===== config.mk =====
export PLATFORM = sky130hd
export DESIGN_NAME = deadline_sorted_alarm_queue_unit
export DESIGN_NICKNAME = d
export VERILOG_FILES = /design/src/rtl/core/dsaq_pkg.sv /design/src/rtl/core/dsaq_ram.sv /design/src/rtl/core/dsaq_seq.sv /design/src/rtl/core/deadline_sorted_alarm_queue_unit.sv
export VERILOG_INCLUDE_DIRS = /design/src /design/src/rtl/core
export SDC_FILE = /design/constraint.sdc
export NUM_CORES = 2
export LEC_CHECK = 0
export ABC_CLOCK_PERIOD_IN_PS = 7800
export BUFFER_PORTS_ARGS = -buffer_cell sky130_fd_sc_hd__buf_2
export CAP_MARGIN = 10
export CELL_PAD_IN_SITES_DETAIL_PLACEMENT = 0
export CELL_PAD_IN_SITES_GLOBAL_PLACEMENT = 1
export CORE_MARGIN = 2
export CORE_UTILIZATION = 52
export DETAILED_ROUTE_END_ITERATION = 8
export MAX_ROUTING_LAYER = met4
export PLACE_DENSITY = 0.91
export SYNTH_ARGS = -nofsm -noshare
export SYNTH_HDL_FRONTEND = slang
export SYNTH_SLANG_ARGS = --single-unit

===== constraint.sdc =====
create_clock -name clk -period 7.8 [get_ports clk]
set_clock_uncertainty 0.05 [all_clocks]
set_input_delay 0.39 -clock clk [delete_from_list [all_inputs] [get_ports clk]]
set_output_delay 0.39 -clock clk [all_outputs]
set_load 0.02 [all_outputs]

===== src/rtl/core/deadline_sorted_alarm_queue_unit_defines.svh =====
// Assertion helpers, clocked on clk, quiet while rst_n is low.
`ifndef DEADLINE_SORTED_ALARM_QUEUE_UNIT_DEFINES_SVH
`define DEADLINE_SORTED_ALARM_QUEUE_UNIT_DEFINES_SVH

// Same-cycle implication.
`define DSAQ_CHK_NOW(lbl, ante, cons, msg) \
  lbl: assert property (@(posedge clk) disable iff (!rst_n) (ante) |-> (cons)) \
    else $error(msg);

// Next-cycle implication.
`define DSAQ_CHK_NXT(lbl, ante, cons, msg) \
  lbl: assert property (@(posedge clk) disable iff (!rst_n) (ante) |=> (cons)) \
    else $error(msg);

`endif


===== src/rtl/core/dsaq_pkg.sv =====
`default_nettype none
package dsaq_pkg;

  localparam int SlotsDef     = 16;
  localparam int DueMax       = 16;
  localparam logic [7:0] SafeDeltaRst = 8'd3;

  typedef enum logic [1:0] {
    KIND_SCHED_ABS = 2'd0,
    KIND_SCHED_OFF = 2'd1,
    KIND_CANCEL    = 2'd2,
    KIND_SERVICE   = 2'd3
  } kind_t;

  typedef enum logic [1:0] {
    ST_UNSCHED = 2'd0,
    ST_SCHED   = 2'd1,
    ST_CANCEL  = 2'd2
  } status_t;

  // one due alarm handed to the result side
  typedef struct packed {
    logic       vld;
    logic [3:0] idx;
    logic [3:0] id;
  } push_t;

  // end-of-request summary
  typedef struct packed {
    logic        vld;
    logic [4:0]  ndue;
    logic [1:0]  prior;
    logic        hc;
    logic        cv;
    logic [31:0] cval;
  } summ_t;

endpackage
`default_nettype wire


===== src/rtl/core/dsaq_ram.sv =====
`default_nettype none
module dsaq_ram #(
  parameter int W = 32,
  parameter int D = 16
) (
  input  wire logic                 clk,
  input  wire logic                 we,
  input  wire logic [$clog2(D)-1:0] waddr,
  input  wire logic [W-1:0]         wdata,
  input  wire logic [$clog2(D)-1:0] raddr,
  output logic      [W-1:0]         rdata
);

  logic [W-1:0] mem [D];

  always_ff @(posedge clk) begin
    if (we) begin
      mem[waddr] <= wdata;
    end
    rdata <= mem[raddr];
  end

endmodule
`default_nettype wire


===== src/rtl/core/dsaq_seq.sv =====
`default_nettype none
module dsaq_seq #(
  parameter int SLOTS = dsaq_pkg::SlotsDef
) (
  input  wire logic                 clk,
  input  wire logic                 rst_n,
  input  wire logic                 in_valid,
  output logic                      in_ready,
  input  wire logic [1:0]           in_kind,
  input  wire logic [3:0]           in_alarm_id,
  input  wire logic [31:0]          in_deadline,
  input  wire logic signed [31:0]   in_offset,
  input  wire logic [31:0]          in_interval,
  input  wire logic [31:0]          in_now,
  input  wire logic [7:0]           safe_delta,
  input  wire logic                 emit_busy,
  output dsaq_pkg::push_t           push,
  output dsaq_pkg::summ_t           summ
);
  import dsaq_pkg::*;

  localparam int IDW = $clog2(SLOTS);
  localparam int CW  = $clog2(SLOTS + 1);

  typedef enum logic [4:0] {
    S_IDLE, S_REM_RD, S_REM_CHK, S_SCHED_WR, S_INS_RD, S_INS_DL, S_INS_CMP,
    S_SV_RD, S_SV_DL, S_SV_CMP, S_CP_RD, S_CP_WR, S_RI_RD, S_RI_UPD,
    S_RI_NEXT, S_FIN, S_FIN_CV, S_DONE
  } state_t;

  state_t          state_r, state_nxt, ret_r, ret_nxt;
  kind_t           kind_r, kind_nxt;
  logic [IDW-1:0]  slot_r, slot_nxt, v_r, v_nxt, carry_r, carry_nxt;
  logic [IDW-1:0]  ins_id_r, ins_id_nxt, head_r, head_nxt, bhead_r, bhead_nxt;
  logic [31:0]     dl_r, dl_nxt, off_r, off_nxt, iv_r, iv_nxt, now_r, now_nxt;
  logic [31:0]     ins_d_r, ins_d_nxt, cval_r, cval_nxt;
  logic [CW-1:0]   i_r, i_nxt, cnt_r, cnt_nxt;
  logic            found_r, found_nxt, placed_r, placed_nxt, bcnt0_r, bcnt0_nxt;
  logic            cv_r, cv_nxt;
  logic [4:0]      ndue_r, ndue_nxt, k_r, k_nxt;
  logic [1:0]      prior_r, prior_nxt;
  status_t         status_r [SLOTS];
  status_t         status_nxt [SLOTS];
  logic [IDW-1:0]  due_r [DueMax];
  logic [IDW-1:0]  due_nxt [DueMax];

  logic            ord_we, dl_we, iv_we;
  logic [IDW-1:0]  ord_wa, ord_ra, ord_wd, ord_rd, dl_wa, dl_ra;
  logic [31:0]     dl_wd, dl_rd, iv_wd, iv_rd;

  logic [IDW+3:0]  id_ext;
  logic [IDW-1:0]  in_slot;
  logic            in_ok;
  logic [CW-1:0]   im1, src;
  logic [31:0]     nd, dv, sd, dsel;
  logic [IDW+3:0]  v_ext;
  logic            cnt0;

  dsaq_ram #(.W(IDW), .D(SLOTS)) u_order (
    .clk(clk), .we(ord_we), .waddr(ord_wa), .wdata(ord_wd), .raddr(ord_ra), .rdata(ord_rd)
  );
  dsaq_ram #(.W(32), .D(SLOTS)) u_dline (
    .clk(clk), .we(dl_we), .waddr(dl_wa), .wdata(dl_wd), .raddr(dl_ra), .rdata(dl_rd)
  );
  dsaq_ram #(.W(32), .D(SLOTS)) u_ival (
    .clk(clk), .we(iv_we), .waddr(dl_wa), .wdata(iv_wd), .raddr(dl_ra), .rdata(iv_rd)
  );

  assign id_ext   = {{IDW{1'b0}}, in_alarm_id};
  assign in_slot  = id_ext[IDW-1:0];
  assign in_ok    = 32'(in_alarm_id) < SLOTS;
  assign in_ready = (state_r == S_IDLE) && !emit_busy;
  assign im1      = i_r - 1'b1;
  assign src      = i_r + CW'(ndue_r);
  assign dv       = dl_rd - now_r;
  assign sd       = {24'd0, safe_delta};
  assign v_ext    = {4'd0, v_r};
  assign cnt0     = (cnt_r == '0);

  always_comb begin
    state_nxt = state_r;   ret_nxt = ret_r;     kind_nxt = kind_r;
    slot_nxt = slot_r;     v_nxt = v_r;         carry_nxt = carry_r;
    ins_id_nxt = ins_id_r; bhead_nxt = bhead_r; head_nxt = head_r;
    dl_nxt = dl_r;  off_nxt = off_r;  iv_nxt = iv_r;  now_nxt = now_r;
    ins_d_nxt = ins_d_r;   cval_nxt = cval_r;   cv_nxt = cv_r;
    i_nxt = i_r;  cnt_nxt = cnt_r;  found_nxt = found_r;  placed_nxt = placed_r;
    bcnt0_nxt = bcnt0_r;   ndue_nxt = ndue_r;   k_nxt = k_r;  prior_nxt = prior_r;
    status_nxt = status_r; due_nxt = due_r;
    ord_we = 1'b0; ord_wa = '0; ord_wd = '0; ord_ra = '0;
    dl_we = 1'b0;  iv_we = 1'b0; dl_wa = '0; dl_wd = '0; iv_wd = '0; dl_ra = '0;
    nd = '0;  dsel = '0;
    push = '0; summ = '0;

    case (state_r)
      S_IDLE: begin
        if (in_valid && in_ready) begin
          kind_nxt = kind_t'(in_kind);
          slot_nxt = in_slot;
          dl_nxt = in_deadline;  off_nxt = in_offset;
          iv_nxt = in_interval;  now_nxt = in_now;
          bhead_nxt = head_r;    bcnt0_nxt = cnt0;
          prior_nxt = '0;  ndue_nxt = '0;  i_nxt = '0;  found_nxt = 1'b0;
          case (kind_t'(in_kind))
            KIND_SCHED_ABS, KIND_SCHED_OFF: begin
              if (!in_ok) begin
                state_nxt = S_FIN;
              end else if (status_r[in_slot] == ST_SCHED) begin
                ret_nxt = S_SCHED_WR;
                state_nxt = S_REM_RD;
              end else begin
                state_nxt = S_SCHED_WR;
              end
            end
            KIND_CANCEL: begin
              state_nxt = S_FIN;
              if (in_ok) begin
                prior_nxt = status_r[in_slot];
                if (status_r[in_slot] == ST_SCHED) begin
                  status_nxt[in_slot] = ST_CANCEL;
                  ret_nxt = S_FIN;
                  state_nxt = S_REM_RD;
                end
              end
            end
            default: state_nxt = S_SV_RD;
          endcase
        end
      end
      // unlink slot_r: everything after it moves up one place
      S_REM_RD: begin
        if (i_r == cnt_r) begin
          cnt_nxt = cnt_r - 1'b1;
          state_nxt = ret_r;
        end else begin
          ord_ra = i_r[IDW-1:0];
          state_nxt = S_REM_CHK;
        end
      end
      S_REM_CHK: begin
        if (found_r) begin
          ord_we = 1'b1;  ord_wa = im1[IDW-1:0];  ord_wd = ord_rd;
        end
        if (ord_rd == slot_r) found_nxt = 1'b1;
        i_nxt = i_r + 1'b1;
        state_nxt = S_REM_RD;
      end
      S_SCHED_WR: begin
        nd = (kind_r == KIND_SCHED_ABS) ? dl_r : now_r + off_r;
        dl_we = 1'b1;  iv_we = 1'b1;  dl_wa = slot_r;  dl_wd = nd;  iv_wd = iv_r;
        ins_id_nxt = slot_r;
        ins_d_nxt = nd - now_r;
        i_nxt = '0;  placed_nxt = 1'b0;
        ret_nxt = S_FIN;
        state_nxt = S_INS_RD;
      end
      // forward insert: place ins_id before the first strictly later entry,
      // then carry the displaced entries one place back
      S_INS_RD: begin
        if (i_r == cnt_r) begin
          if (32'(cnt_r) < SLOTS) begin
            ord_we = 1'b1;  ord_wa = cnt_r[IDW-1:0];
            ord_wd = placed_r ? carry_r : ins_id_r;
            cnt_nxt = cnt_r + 1'b1;
            status_nxt[ins_id_r] = ST_SCHED;
          end
          state_nxt = ret_r;
        end else begin
          ord_ra = i_r[IDW-1:0];
          state_nxt = S_INS_DL;
        end
      end
      S_INS_DL: begin
        v_nxt = ord_rd;  dl_ra = ord_rd;
        state_nxt = S_INS_CMP;
      end
      S_INS_CMP: begin
        if (placed_r) begin
          ord_we = 1'b1;  ord_wa = i_r[IDW-1:0];  ord_wd = carry_r;  carry_nxt = v_r;
        end else if ($signed(ins_d_r) < $signed(dv)) begin
          ord_we = 1'b1;  ord_wa = i_r[IDW-1:0];  ord_wd = ins_id_r;
          carry_nxt = v_r;  placed_nxt = 1'b1;
        end
        i_nxt = i_r + 1'b1;
        state_nxt = S_INS_RD;
      end
      // service: collect due entries from the front
      S_SV_RD: begin
        if (i_r == cnt_r || ndue_r == 5'(DueMax)) begin
          i_nxt = '0;
          state_nxt = (ndue_r == '0) ? S_FIN : S_CP_RD;
        end else begin
          ord_ra = i_r[IDW-1:0];
          state_nxt = S_SV_DL;
        end
      end
      S_SV_DL: begin
        v_nxt = ord_rd;  dl_ra = ord_rd;
        state_nxt = S_SV_CMP;
      end
      S_SV_CMP: begin
        if ($signed(dv) <= 0) begin
          due_nxt[ndue_r[3:0]] = v_r;
          push.vld = 1'b1;  push.idx = ndue_r[3:0];  push.id = v_ext[3:0];
          ndue_nxt = ndue_r + 1'b1;
          i_nxt = i_r + 1'b1;
          state_nxt = S_SV_RD;
        end else begin
          i_nxt = '0;
          state_nxt = (ndue_r == '0) ? S_FIN : S_CP_RD;
        end
      end
      S_CP_RD: begin
        if (src < cnt_r) begin
          ord_ra = src[IDW-1:0];
          state_nxt = S_CP_WR;
        end else begin
          cnt_nxt = cnt_r - CW'(ndue_r);
          k_nxt = '0;
          state_nxt = S_RI_RD;
        end
      end
      S_CP_WR: begin
        ord_we = 1'b1;  ord_wa = i_r[IDW-1:0];  ord_wd = ord_rd;
        i_nxt = i_r + 1'b1;
        state_nxt = S_CP_RD;
      end
      S_RI_RD: begin
        if (k_r == ndue_r) begin
          state_nxt = S_FIN;
        end else begin
          dl_ra = due_r[k_r[3:0]];
          v_nxt = due_r[k_r[3:0]];
          state_nxt = S_RI_UPD;
        end
      end
      S_RI_UPD: begin
        nd = dl_rd + iv_rd;
        dl_we = 1'b1;  dl_wa = v_r;  dl_wd = nd;
        if (iv_rd != '0) begin
          ins_id_nxt = v_r;  ins_d_nxt = nd - now_r;
          i_nxt = '0;  placed_nxt = 1'b0;
          ret_nxt = S_RI_NEXT;
          state_nxt = S_INS_RD;
        end else begin
          status_nxt[v_r] = ST_UNSCHED;
          state_nxt = S_RI_NEXT;
        end
      end
      S_RI_NEXT: begin
        k_nxt = k_r + 1'b1;
        state_nxt = S_RI_RD;
      end
      S_FIN: begin
        if (cnt0) begin
          cv_nxt = 1'b0;  cval_nxt = '0;
          state_nxt = S_DONE;
        end else begin
          dl_ra = head_r;
          state_nxt = S_FIN_CV;
        end
      end
      S_FIN_CV: begin
        dsel = ($signed(dv) < $signed(sd)) ? sd : dv;
        cv_nxt = 1'b1;
        cval_nxt = now_r + dsel;
        state_nxt = S_DONE;
      end
      S_DONE: begin
        summ.vld   = 1'b1;
        summ.ndue  = ndue_r;
        summ.prior = prior_r;
        summ.hc    = (bcnt0_r != cnt0) || (!cnt0 && !bcnt0_r && head_r != bhead_r);
        summ.cv    = cv_r;
        summ.cval  = cval_r;
        state_nxt  = S_IDLE;
      end
      default: state_nxt = S_IDLE;
    endcase

    // head register mirrors entry 0 of the order list
    if (ord_we && ord_wa == '0) head_nxt = ord_wd;
  end

  always_ff @(posedge clk) begin
    if (!rst_n) begin
      state_r <= S_IDLE;
      ret_r   <= S_FIN;
      cnt_r   <= '0;
      for (int s = 0; s < SLOTS; s++) status_r[s] <= ST_UNSCHED;
    end else begin
      state_r  <= state_nxt;
      ret_r    <= ret_nxt;
      cnt_r    <= cnt_nxt;
      status_r <= status_nxt;
    end
    kind_r <= kind_nxt;   slot_r <= slot_nxt;   v_r <= v_nxt;   carry_r <= carry_nxt;
    ins_id_r <= ins_id_nxt;  head_r <= head_nxt;  bhead_r <= bhead_nxt;
    dl_r <= dl_nxt;  off_r <= off_nxt;  iv_r <= iv_nxt;  now_r <= now_nxt;
    ins_d_r <= ins_d_nxt;  cval_r <= cval_nxt;  cv_r <= cv_nxt;
    i_r <= i_nxt;  found_r <= found_nxt;  placed_r <= placed_nxt;  bcnt0_r <= bcnt0_nxt;
    ndue_r <= ndue_nxt;  k_r <= k_nxt;  prior_r <= prior_nxt;  due_r <= due_nxt;
  end

endmodule
`default_nettype wire


===== src/rtl/core/deadline_sorted_alarm_queue_unit.sv =====
// channel | dir | handshake            | payload
// in_     | in  | in_valid / in_ready   | kind, alarm_id, deadline, offset, interval, now
// out_    | out | out_valid / out_ready | due_valid, due_id, last, prior_state,
//         |     |                      |   head_changed, compare_valid, compare_value
// cfg_    | in  | cfg_valid / cfg_ready | safe_delta (always ready)
//
// One request at a time; N queued alarms. Schedule unlinks the slot if it is already
// scheduled, then writes the deadline and interval and inserts it. Cancel unlinks it.
// Service collects the due alarms from the front, moves the rest up, drops one-shots
// and reinserts periodic ones; the compare value and the summary follow.
// Results stream one per cycle while out_ready is high; in_ready stays low until the
// last one is taken. Synchronous reset empties the queue; safe_delta returns to 3.
`default_nettype none
module deadline_sorted_alarm_queue_unit #(
  parameter int SLOTS = dsaq_pkg::SlotsDef
) (
  input  wire logic               clk,
  input  wire logic               rst_n,
  input  wire logic               in_valid,
  output logic                    in_ready,
  input  wire logic [1:0]         in_kind,
  input  wire logic [3:0]         in_alarm_id,
  input  wire logic [31:0]        in_deadline,
  input  wire logic signed [31:0] in_offset,
  input  wire logic [31:0]        in_interval,
  input  wire logic [31:0]        in_now,
  output logic                    out_valid,
  input  wire logic               out_ready,
  output logic                    out_due_valid,
  output logic [3:0]              out_due_id,
  output logic                    out_last,
  output logic [1:0]              out_prior_state,
  output logic                    out_head_changed,
  output logic                    out_compare_valid,
  output logic [31:0]             out_compare_value,
  input  wire logic               cfg_valid,
  output logic                    cfg_ready,
  input  wire logic [7:0]         cfg_safe_delta
);
  import dsaq_pkg::*;
`include "deadline_sorted_alarm_queue_unit_defines.svh"

  logic [7:0]  safe_r;
  push_t       push;
  summ_t       summ;

  // result side: due ids collected during service, then replayed
  logic        busy_r;
  logic [4:0]  ndue_r;
  logic [3:0]  idx_r;
  logic [1:0]  prior_r;
  logic        hc_r, cv_r;
  logic [31:0] cval_r;
  logic [3:0]  due_r [DueMax];

  assign cfg_ready = 1'b1;

  always_ff @(posedge clk) begin
    if (!rst_n) begin
      safe_r <= SafeDeltaRst;
    end else if (cfg_valid) begin
      safe_r <= cfg_safe_delta;
    end
  end

  dsaq_seq #(.SLOTS(SLOTS)) u_seq (
    .clk(clk), .rst_n(rst_n),
    .in_valid(in_valid), .in_ready(in_ready),
    .in_kind(in_kind), .in_alarm_id(in_alarm_id), .in_deadline(in_deadline),
    .in_offset(in_offset), .in_interval(in_interval), .in_now(in_now),
    .safe_delta(safe_r), .emit_busy(busy_r),
    .push(push), .summ(summ)
  );

  assign out_valid         = busy_r;
  assign out_due_valid     = (ndue_r != '0);
  assign out_due_id        = out_due_valid ? due_r[idx_r] : 4'd0;
  assign out_last          = !out_due_valid || (5'(idx_r) + 5'd1 == ndue_r);
  assign out_prior_state   = prior_r;
  assign out_head_changed  = hc_r;
  assign out_compare_valid = cv_r;
  assign out_compare_value = cval_r;

  always_ff @(posedge clk) begin
    if (!rst_n) begin
      busy_r <= 1'b0;
    end else if (summ.vld) begin
      busy_r <= 1'b1;
    end else if (out_valid && out_ready && out_last) begin
      busy_r <= 1'b0;
    end
    if (push.vld) due_r[push.idx] <= push.id;
    if (summ.vld) begin
      idx_r   <= '0;
      ndue_r  <= summ.ndue;
      prior_r <= summ.prior;
      hc_r    <= summ.hc;
      cv_r    <= summ.cv;
      cval_r  <= summ.cval;
    end else if (out_valid && out_ready && !out_last) begin
      idx_r <= idx_r + 4'd1;
    end
  end

  // a new request is never taken while results are pending
  `DSAQ_CHK_NOW(a_one_at_a_time, in_ready, !out_valid, "input ready while results pending")
  // a request with nothing due gives exactly one result
  `DSAQ_CHK_NOW(a_single_last, out_valid && !out_due_valid, out_last, "lone result not last")
  // the final result ends the burst
  `DSAQ_CHK_NXT(a_burst_end, out_valid && out_ready && out_last, !out_valid,
                "result after last")

endmodule
`default_nettype wire

### Yosys cells after proc, flatten, opt, wreduce, memory -nomap -nowiden

Memories as Yosys holds them, arrays and structs flattened. A register that Yosys moved wholly into a read port is not among the register bits.
Cells that the tools add are included.

| storage, ports and cells | value |
|---|---|
| output and inout bits | 45 |
| memories kept | 4 |
| bits in registers | 404 |
| bits in writable memories | 1,152 |
| bits of input ports | 147 |
| logic and storage cells | 338 |

Memories:

| name | words | bits a word | rd ports | clocked after Yosys merged registers in | write ports | line | RTL |
|---|---|---|---|---|---|---|---|
| u_seq.u_dline.mem | 16 | 32 | 1 | 1 | 1 | dsaq_ram.sv:14 | `logic [W-1:0] mem [D];` |
| u_seq.u_ival.mem | 16 | 32 | 1 | 1 | 1 | dsaq_ram.sv:14 |  |
| due_r | 16 | 4 | 1 | 1 | 1 | deadline_sorted_alarm_queue_unit.sv:54 | `logic [3:0] due_r [DueMax];` |
| u_seq.u_order.mem | 16 | 4 | 1 | 1 | 1 | dsaq_ram.sv:14 |  |

| operators by class | value |
|---|---|
| reductions and logical operators | 61 |
| equality and inequality tests | 44 |
| mux-type cells | 122 |
| bitwise logic cells | 13 |
| $lt $le $gt $ge | 14 |
| add/sub/neg operators | 16 |

Operators with widths:

| kind | count |
|---|---|
| $mux 32 | 11 |
| $pmux 32 s2 | 3 |
| $mux 4 | 28 |
| $add 32x32->32 | 3 |
| $pmux 32 s3 | 1 |
| $sub 32x32->32 | 3 |
| $mux 5 | 19 |
| $pmux 5 s16 | 1 |
| $bwmux 64 | 1 |
| $mux 42 | 1 |
| $eq 5x4->1 const B | 8 |
| $pmux 5 s2 | 4 |
| $and 16x16->16 | 2 |
| $and 32x32->32 | 1 |
| $le 32x1->1 const B | 1 |
| $lt 32x32->1 | 1 |
| $lt 32x9->1 | 1 |
| $not 16->16 | 2 |
| $not 32->32 | 1 |
| $or 16x16->16 | 2 |
| $pmux 4 s4 | 2 |
| $reduce_bool 32->1 | 1 |
| $pmux 5 s3 | 2 |
| $pmux 5 s6 | 1 |
| other kinds (56) | 170 |

### Logic depth before layout (Yosys ltp)

| logic depth | value |
|---|---|
| word-level depth | 11 |
| mapped depth | 31 |
| mapped depth without buffers | 30 |

### By module

A second synthesis with hierarchy kept.

| unflattened totals | value |
|---|---|
| cell total of the unflattened synthesis | 4,628 |
| area total of the unflattened synthesis | 71,853.9 um2 |

By module, submodules not included:

| module | area each (um2) | cells each | times used |
|---|---|---|---|
| dsaq_seq | 24,972.7 | 2,589 | 1 |
| dsaq_ram at u_seq.u_dline | 19,836.5 | 838 | 1 |
| dsaq_ram at u_seq.u_ival | 19,835.3 | 838 | 1 |
| deadline_sorted_alarm_queue_unit | 4,543.1 | 233 | 1 |
| dsaq_ram at u_seq.u_order | 2,666.3 | 130 | 1 |

### Least setup slack after synthesis

No wires, ideal clock.

| timing | value |
|---|---|
| path type | register -> register |
| start point | reg u_seq.now_r[1] |
| end point | reg u_seq.cval_r[29], data pin |
| arrival time | 6.832 ns |
| slack | 0.783 ns |
| cell stages (with the launch flop) | 29 |
| clock period less this slack | 7.017 ns |
| cell sequence | edfxtp_1 -> inv_1 -> fa_1 -> a21oi_1 -> a2bb2oi_1 -> a21oi_1 -> a221oi_2 -> nor4_1 -> or4_1 -> o211ai_1 -> nor4bb_1 -> nand3_1 -> a2111oi_0 -> ha_1 -> clkbuf_1 -> clkbuf_1 -> nor2_1 -> ha_1 -> a21o_1 -> a21o_1 -> a21o_1 -> or3b_2 -> a211oi_1 -> nor3_1 -> a21oi_1 -> nand2_1 -> a31o_2 -> or4_1 -> nand3_1 |

| on the way | value |
|---|---|
| word-level cells in the longest chain between the ends | 5 |

Ends and longest elaborated chain:

| element | line | RTL |
|---|---|---|
| start, declared | dsaq_seq.sv:35 | `logic [31:0] dl_r, dl_nxt, off_r, off_nxt, iv_r, iv_nxt, now_r, now_nxt;` |
| start signal, assigned | dsaq_seq.sv:298 | `dl_r <= dl_nxt; off_r <= off_nxt; iv_r <= iv_nxt; now_r <= now_nxt;` |
| $sub 32x32->32 | dsaq_seq.sv:75 | `assign dv = dl_rd - now_r;` |
| $lt 32x9->1 | dsaq_seq.sv:263 | `dsel = ($signed(dv) < $signed(sd)) ? sd : dv;` |
| $mux 32 | dsaq_seq.sv:263 |  |
| $add 32x32->32 (*) | dsaq_seq.sv:265 | `cval_nxt = now_r + dsel;` |
| $pmux 32 s2 (*) | dsaq_seq.sv:94 | `case (state_r)` |
| end signal, assigned | dsaq_seq.sv:299 | `ins_d_r <= ins_d_nxt; cval_r <= cval_nxt; cv_r <= cv_nxt;` |
| end, declared | dsaq_seq.sv:36 | `logic [31:0] ins_d_r, ins_d_nxt, cval_r, cval_nxt;` |

Every way passes the cells marked *; elsewhere a longest branch is shown, timed or not.
A chain may end at the register's enable or synchronous reset.

### Worst setup path in the final report

| timing | value |
|---|---|
| start point | reg u_seq.now_r[8] |
| end point | reg u_seq.cval_r[30], data pin |

The elaborated chain is that of the path after synthesis.

==> run summary <==
Status - finished, final reports clean
Main combinational cell family by area after synthesis - compound AO/OA/AOI/OAI gates
Filler instances - 10.63k
Post-synth top area cell - edfxtp_1
Reg clk slew, reported paths - 60 ps
Yosys reg bits - 1621
Iter 0 DRT Violations - 5791
Row cnt - 138
Rel. slew slack - 0.1438
Gate Count Post-Synth - 5846
Slowest cell on crit path - edfxtp_1
Critical Path AT - 7740 ps
Top cells by count, synth - 1492 x edfxtp_1, 722 x nand2_1, 353 x and2_1
Grt met1 use - 0.3805
CP bufs+invs - 3
Critical path's most frequent cell - o21ai_0
R2R depth - 28
Vias in the first global route - 47.28k
Placer Congestion - 0.9537
Worst VDD drop - 0.0002834 V
Crit path max-delay family - compound AO/OA/AOI/OAI gates
Proportion of synthesized area in mux cells - 0.02793
Area grow syn2layout - 14.34%
WL final - 200100 um
Fraction of registers with async set/reset - 0
Mean post-synth cell area - 12.64 sq um
Synthesis Warnings - 0
Pre-Repair DR Iteration Count - 6
Slew @ Worst Pin - 1284 ps
Post-synth top flop - edfxtp_1
HPWL Detailed - 124100 um
Synthesized cell area - 73910 sq um
Sequential fraction of the synthesis area - 0.6411
Synth Area in XOR/XNOR - 0.01908
Clk buf depth - 3
H-tree depth - 4
Share of cells above drive strength 1 - 0.1198
DR vias/cell - 6.129
Largest net degree at the start of global routing - 163
Most area-consuming cells after synthesis - edfxtp_1 61%, nand2_1 3.7%, ha_1 3.6%
All-Layer GR Usage - 0.2788
Post-synth EDFFs - 1492
CTS tree - built
Setup Viol. Count Final - 0
DRC viols - 0
Post-Synth Simple-Gate Area - 0.1136
Leakage - 29.90 nW
RR Startpoint - u_seq.now_r[8]
Later-pin clock latency in the skew report - 830 ps
Initial antenna violation count - 8
Hold Path Origin - cfg_valid
Worst EP required - 8300 ps
Crit Path Class - reg -> reg
RSZ-0062 raised after global routing - true
Adder-cell share of the synthesized area - 0.03812
Die width - 381.0 um
Max Cap Violations - 0
Initial Util - 0.5233
# nets final - 6520
Ports - 192
HP Class - in -> reg
Grt met3 use - 0.04742
Worst Hold End - safe_r[3]
Clk sinks - 1621
Crit path time final - 7236 ps
Core Footprint - 141200 sq um
Placed insts - 7716
Busiest grt layer - met2
Largest stage delay, worst path - 500 ps
Drt wl/cell - 24.43 um
Critical Path Start Type - register
Die area - 145200 sq um
Syn_nets - 6214
Setup TNS - 0 ps
Core Util, Final - 0.5984
Pwr per Cell Area - 382.1 nW/um^2
Area share of the largest cell type after synthesis - 0.6062
DIE HEIGHT - 381.0 um
CP Capture Type - register
Final hold vios - 0
GR Overflow Total - 0
Overall Power - 0.03229 W
Crit-path max FO - 16
Met2 GRT Util - 0.4177
Vias post-DR - 50.19k
# port buffers - 190
Yosys cell types - 103
Final Cycle Share - 0.9277
Slew Viols, Final - 0
CTS Buf Count - 163
Hold-critical path depth - 3
Count leader, synth - edfxtp_1
CTS root buffer - clkbuf_16
Final Non-Filler Cells - 8189
First-pass GRT wire length - 295400 um
Achievable Freq - 138.2 MHz
DRT antenna net count - 0
R2R Setup Slk - 560 ps
Worst r2r dst - u_seq.cval_r[30]
Compound-cell area share of the yosys netlist - 0.1349
## state kept, by name, indices dropped and copies added (netlist names), 8 cells and up, named ones only
| register | count |
|---|---|
| due_r | 64 |
| out_compare_value | 32 |
| safe_r | 8 |
| u_seq.cval_r | 32 |
| u_seq.dl_r | 32 |
| u_seq.due_r | 64 |
| u_seq.ins_d_r | 32 |
| u_seq.iv_r | 32 |
| u_seq.now_r | 32 |
| u_seq.off_r | 32 |
| u_seq.status_r | 32 |
| u_seq.u_dline.mem | 512 |
| u_seq.u_dline.rdata | 32 |
| u_seq.u_ival.mem | 512 |
| u_seq.u_ival.rdata | 32 |
| u_seq.u_order.mem | 64 |
## final cells by class
| cell class | count | area (sq um) | area share |
|---|---|---|---|
| Clock buffer | 197 | 4298 | 0.05085 |
| Multi-Input combinational cell | 3746 | 25040 | 0.2962 |
| Inverter | 133 | 506.7 | 0.005996 |
| Tap cell | 1890 | 2365 | 0.02798 |
| Timing Repair Buffer | 487 | 3692 | 0.04369 |
| Antenna cell | 6 | 15.01 | 0.0001777 |
| Clock inverter | 109 | 1214 | 0.01436 |
| Sequential cell | 1621 | 47390 | 0.5607 |
## metrics by stage
step	hold WS, ps	setup slack, ps	area (sq um)
after CTS	6.185	46.53	84380
final	73.78	563.6	84510
after detailed placement	409.0	-45.34	77320
after global routing	83.04	-5.127	84500
after global placement	400.0	170.9	77320
after floorplan	381.5	783.3	73910
## cells in the final DEF (no fill, tap or decap), types with 134 or more instances in the layout
cell type,instances
edfxtp_1,1492
nand2_1,720
and2_1,352
a211oi_1,335
a21oi_1,329
nor2_1,234
ha_1,214
buf_2,190
o21ai_0,187
clkbuf_16,164
a31oi_1,156
dlygate4sd3_1,152
a311oi_1,137
buf_4,134
## how the worst max path moves through the flow
| stage | endpoint | startpoint | slack, ps | cells after the start |
|---|---|---|---|---|
| global placement | u_seq.cval_r[30] | u_seq.u_dline.rdata[0] | 170 | 30 |
| CTS | u_seq.cval_r[30] | u_seq.u_dline.rdata[0] | 50 | 30 |
| detailed placement | u_seq.cval_r[30] | u_seq.u_dline.rdata[0] | -50 | 30 |
| global route | u_seq.cval_r[30] | u_seq.u_dline.rdata[0] | -5 | 30 |
| finish | u_seq.cval_r[30] | u_seq.now_r[8] | 560 | 28 |
| floorplan | u_seq.cval_r[29] | u_seq.now_r[1] | 780 | 28 |
## timing repair
item	CTS	global route
pin swaps	0	3
hold endpoints to repair	144	0
hold buffers	152	0
buffers inserted	0	1
resized for setup	3	12
setup endpoints to repair	1	18
## per-layer routing
metal,vias up,routed length [um]
met5,-,0
met4,0,8381
met3,452,17750
met2,2323,91520
met1,24610,82430
li1,22810,-
## report_power, final
| group | internal, W | switching [W] | total (W) |
|---|---|---|---|
| Clock | 0.00453 | 0.00342 | 0.00795 |
| Sequential | 0.0105 | 0.000882 | 0.0113 |
| Combinational | 0.00498 | 0.00802 | 0.0130 |
## worst min-delay path: stages
cell and delay (ps):
buf_2 200, mux2i_1 190, nor2b_1 80
## cells by family (layout without fill, tap and decap cells)
logic type,count (synthesis),in the layout
DFF,1621,1621
xor gates and xnor gates,161,161
adders and majority gates,221,221
buffers and inverters,479,926
AOI/OAI and AO/OA,1471,1471
muxes,143,143
other,1,7
and+or+nand+nor,1749,1749
Note: power is estimated with default switching activity, not from simulation.
